File: src/hdl/depth_tile_nearest_object_assert.svh
// Assertion macros for the depth tile block
`ifndef DEPTH_TILE_NEAREST_OBJECT_ASSERT_SVH
`define DEPTH_TILE_NEAREST_OBJECT_ASSERT_SVH

// implication checked on every edge outside reset
`define DT_ASSERT_IMP(label, pre, post) \
	label: assert property (@(posedge clk) disable iff (!arst_n) (pre) |-> (post)) \
		else $error("assertion failed");

// implication whose consequent is checked in the next cycle
`define DT_ASSERT_NEXT(label, pre, post) \
	label: assert property (@(posedge clk) disable iff (!arst_n) (pre) |=> (post)) \
		else $error("assertion failed");

`endif

File: src/hdl/dtno_pkg.sv
package dtno_pkg;
	localparam int MaxWidth   = 256;
	localparam int MaxHeight  = 256;
	localparam int Bins       = 256;
	localparam int Window     = 50;
	localparam int Tiles      = 9;
	localparam int HistDepth  = Tiles * Bins;
	localparam int HistAw     = $clog2(HistDepth);
	localparam int CountW     = 17;
	localparam logic [CountW-1:0] CountMax = '1;
	localparam logic [7:0] ScanStart   = 8'd17;
	localparam logic [7:0] BinMinCount = 8'd5;
	localparam logic [7:0] ValidConf   = 8'd10;
	localparam logic [7:0] GreyInvalid = 8'd230;
	localparam logic [7:0] GreyFar     = 8'd255;

	localparam logic [1:0] RegMaxDepth  = 2'd0;
	localparam logic [1:0] RegMinObject = 2'd1;
	localparam logic [1:0] RegWidth     = 2'd2;
	localparam logic [1:0] RegHeight    = 2'd3;

	typedef struct packed {
		logic [15:0] depth_mm;
		logic [7:0]  confidence;
	} pixel_t;

	typedef struct packed {
		logic       kind;
		logic [7:0] value;
		logic [3:0] tile;
		logic       last;
	} result_t;

	typedef struct packed {
		logic [1:0]  index;
		logic [15:0] data;
	} cfg_t;

	typedef struct packed {
		logic        start;
		logic [31:0] dividend;
		logic [15:0] divisor;
	} div_req_t;
endpackage

File: src/hdl/dtno_divider.sv
// radix-2 restoring divider, one quotient bit per cycle
module dtno_divider (
	input  logic                     clk,
	input  logic                     arst_n,
	input  dtno_pkg::div_req_t       req,
	output logic                     done,
	output logic [23:0]              quotient
);
	import dtno_pkg::*;

	logic [23:0] quo_q;
	logic [16:0] rem_q;
	logic [4:0]  cnt_q;
	logic        busy_q;
	logic [15:0] den_q;
	logic [16:0] trial;
	logic [17:0] diff;

	assign trial = {rem_q[15:0], quo_q[23]};
	assign diff  = {1'b0, trial} - {2'b00, den_q};

	always_ff @(posedge clk or negedge arst_n) begin
		if (!arst_n) begin
			busy_q <= 1'b0;
			cnt_q  <= '0;
			done   <= 1'b0;
		end else begin
			done <= 1'b0;
			if (req.start) begin
				busy_q <= 1'b1;
				cnt_q  <= 5'd24;
			end else if (busy_q) begin
				cnt_q <= cnt_q - 5'd1;
				if (cnt_q == 5'd1) begin
					busy_q <= 1'b0;
					done   <= 1'b1;
				end
			end
		end
	end

	always_ff @(posedge clk) begin
		if (req.start) begin
			quo_q <= req.dividend[23:0];
			rem_q <= '0;
			den_q <= req.divisor;
		end else if (busy_q) begin
			if (!diff[17]) begin
				rem_q <= diff[16:0];
				quo_q <= {quo_q[22:0], 1'b1};
			end else begin
				rem_q <= trial;
				quo_q <= {quo_q[22:0], 1'b0};
			end
		end
	end

	assign quotient = quo_q;
endmodule

File: config.mk
export PLATFORM = sky130hd
export DESIGN_NAME = dtno_divider
export DESIGN_NICKNAME = d
export VERILOG_FILES = /design/src/hdl/depth_tile_nearest_object_assert.svh /design/src/hdl/dtno_pkg.sv /design/src/hdl/dtno_divider.sv
export SDC_FILE = /design/constraint.sdc
export NUM_CORES = 1
export LEC_CHECK = 0
export ABC_CLOCK_PERIOD_IN_PS = 2200
export BUFFER_PORTS_ARGS = -buffer_cell sky130_fd_sc_hd__clkbuf_2
export CORE_MARGIN = 10
export CORE_UTILIZATION = 45
export CTS_CLUSTER_DIAMETER = 150
export DETAILED_ROUTE_END_ITERATION = 7
export PLACE_DENSITY = 0.71
export REMOVE_ABC_BUFFERS = 1
export SETUP_SLACK_MARGIN = 0.5
export SYNTH_ARGS = -nofsm -noshare
export SYNTH_HDL_FRONTEND = slang
export SYNTH_SLANG_ARGS = --single-unit
File: constraint.sdc
create_clock -name clk -period 2.2 [get_ports clk]
set_input_delay 0.33 -clock clk [delete_from_list [all_inputs] [get_ports clk]]
set_output_delay 0.33 -clock clk [all_outputs]
set_load 0.01 [all_outputs]
==> reports/metrics.cfg <==
[floorplan]
row_count=31
core_sq_um=7253
die_x_um=106.2
die_area_sq_um=11270
initial_utilization=0.4608
dieHeight_um=106.2
io_pins=76

[logic_synthesis]
synth-edff-count=40
synth_cell_type_count=49
synth-seq-cells=63
ys_seq_area_frac=0.5077
syn_area_per_cell_sq_um=11.69
yosys_warnings=0
synthesis.instances=286
synthFlopType=edfxtp_1
netlist_area_sq_um=3342
synthArstFlopShare=0.1111

[timing]
skew_ps=9.774
fin_crit_ps=2343
fmaxAchievable_mhz=426.7
fin_ws_ps=-143.4
worstMarginPinSlew_ps=590.9
setup_viol=9
rsz0062_at_grt=true
slew_viol_final=0
hold_violations=0
relSlewSlack=0.6046
period_share=1.065

[cts]
cts_buffer_depth=2
cts-buffers-inserted=9
clkLatencyLatePin_ps=350
clk_pin_slew_ps=80
cts_tree=built
htree_levels=3
ctsRootBufferMaster=clkbuf_8
clock-sinks=63

[power]
p_leak_uw=0.001952
p_clk_frac=0.206
switching_power_uw=1990
power_density_nw_per_um2=1264
switching_share=0.3530
seq_power_share=0.301
p_int_uw=3648
peakVddDrop_uv=590.5
combPwrFrac=0.493

[global_routing]
met2_usage=0.2186
grt_use_total=0.1385
grt_pass1_wl_um=12820
met3_usage=0.07367
use_met1=0.1558
busiest_layer=met2
grt.overflow.total=0
grt_start_max_net_pins=27
grt_pass1_vias=2738
antenna_found_initial=0

[routing]
vias=2615
firstDrtPassIters=6
drt_iter0_markers=131
wirelength_um=7973
viasPerCell=5.262
ant_nets=0
drc=0
wl_per_cell_um=16.04

[run]
drv_cap=0

[final_layout]
area_growth_pct=33.51
nNetsFinal=463
layout_commonest_cell=clkbuf_2
seq_area_sq_um=1697
final_cell_mix=clkbuf_2, edfxtp_1, buf_4
drive_above_1_share=0.4573
fill_cells=576
postLayoutCoreUtil=0.6151
multi_input_area_sq_um=1650
diodes=0
final_cells=497

[placed_design]
dp_cells=471
dp_hpwl_um=5560
gp_congestion=0.8334
dp_slack_ps=-187.9
io_buffers=67

[worst_setup_path]
worstPathRequired_ps=2490
start_kind=flop
endpoint_kind=flop
path_max_fanout=2
worst-endpoint-arrival_ps=2630
critPathKind=reg -> reg

[status]
violations=setup timing
status=complete, but fails checks

[hold_path]
min_path_type=in -> reg

-- metal layers --
layer	share of wire	up-vias
met1	0.42	1239
met5	0	-
met2	0.46	103
met4	0.014	0
met3	0.10	13
li1	-	1260
-- timing repair --
item                                    CTS  global route
pin swaps                                12            14
hold buffers                              1             0
endpoints found under the setup margin   17            17
endpoints found under the hold margin     7             0
resized for setup                        13            29
buffers inserted                          1             8
-- cell type report --
type / instances / share of cell area
Clock buffer: 9 / 0.02776
Sequential cell: 63 / 0.3803
Timing Repair Buffer: 107 / 0.1517
Multi-Input combinational cell: 189 / 0.3699
Inverter: 23 / 0.01935
Clock inverter: 7 / 0.02328
Tap cell: 99 / 0.02776
-- state kept, by name (all words and copies together) (netlist names) --
register / flops
quotient: 24
cnt_q: 5
done: 1
rem_q: 16
den_q: 16
busy_q: 1
-- power by group through the flow --
stage          Clock (uW)  Combinational [uW]  Sequential, uW
2_1_floorplan           0                1330            1690
3_3_place_gp            0                2100            1690
3_5_place_dp            0                2140            1690
4_1_cts              1190                2270            1690
5_1_grt              1230                3000            1730
6_report             1160                2780            1700
-- synthesized netlist by cell type, types with 2 or more instances --
library cell,n,area share
edfxtp_1,40,0.36
dfrtp_1,7,0.052
a211oi_1,11,0.025
a211o_1,3,0.0079
o21bai_1,2,0.0045
nand2_1,11,0.012
ha_1,18,0.067
buf_6,4,0.013
xor2_1,5,0.013
nand4_1,2,0.0037
xnor2_1,12,0.031
nor2b_1,2,0.0037
mux2_2,23,0.077
o21a_1,2,0.0045
nand2b_1,5,0.0094
o21ai_0,6,0.0090
o31ai_1,3,0.0067
dfxtp_1,16,0.096
nor2_1,21,0.024
a21o_1,3,0.0067
inv_1,23,0.026
a32oi_1,5,0.013
a21oi_2,2,0.0052
nor3_1,3,0.0045
clkbuf_1,6,0.0067
and3_1,2,0.0037
a21oi_1,20,0.030
nand3_1,2,0.0030
mux2i_1,7,0.021
-- logic make-up after synthesis --
kind of cell    Yosys count  synth area share
compound gates           67            0.1419
xor+xnor                 17           0.04455
fa+ha+maj                19           0.07338
buf+inv                  34           0.05017
flops                    63            0.5077
mux                      30           0.09847
simple gates             56           0.08387
-- through the flow --
stage	instance area [sq um]	total power (uW)	TNS, ps	hold slack [ps]
4_1_cts	4282	5145	-300.7	141.3
3_5_place_dp	3958	3835	-657.4	176.4
5_1_grt	4462	5961	-1979	140.3
2_1_floorplan	3261	3030	-1230	34.41
6_report	4462	5638	-459.3	155.9
3_3_place_gp	3958	3786	-433.5	174.0
-- worst paths after layout --
check,startpoint,end,slack (ps),cells after the start
setup / recovery,quotient[23],rem_q[8],-140,12
hold / removal,req[1],den_q[1],160,1
setup reg to reg,quotient[23],rem_q[8],-140,12
hold reg to reg,rem_q[15],rem_q[15],490,2
max in group asynchronous,arst_n,cnt_q[4],1670,2
min in group asynchronous,arst_n,cnt_q[3],360,2
-- critical path: stages, from the launching register on --
cell	delay (ps)
edfxtp_1	390
inv_1	80
ha_2	180
inv_2	40
fa_2	340
a21o_4	230
a221oi_4	300
buf_4	180
o21bai_1	80
a21oi_2	170
xnor2_1	140
nand3b_1	90
nand2_1	80
Power figures use the tool's default switching activity.
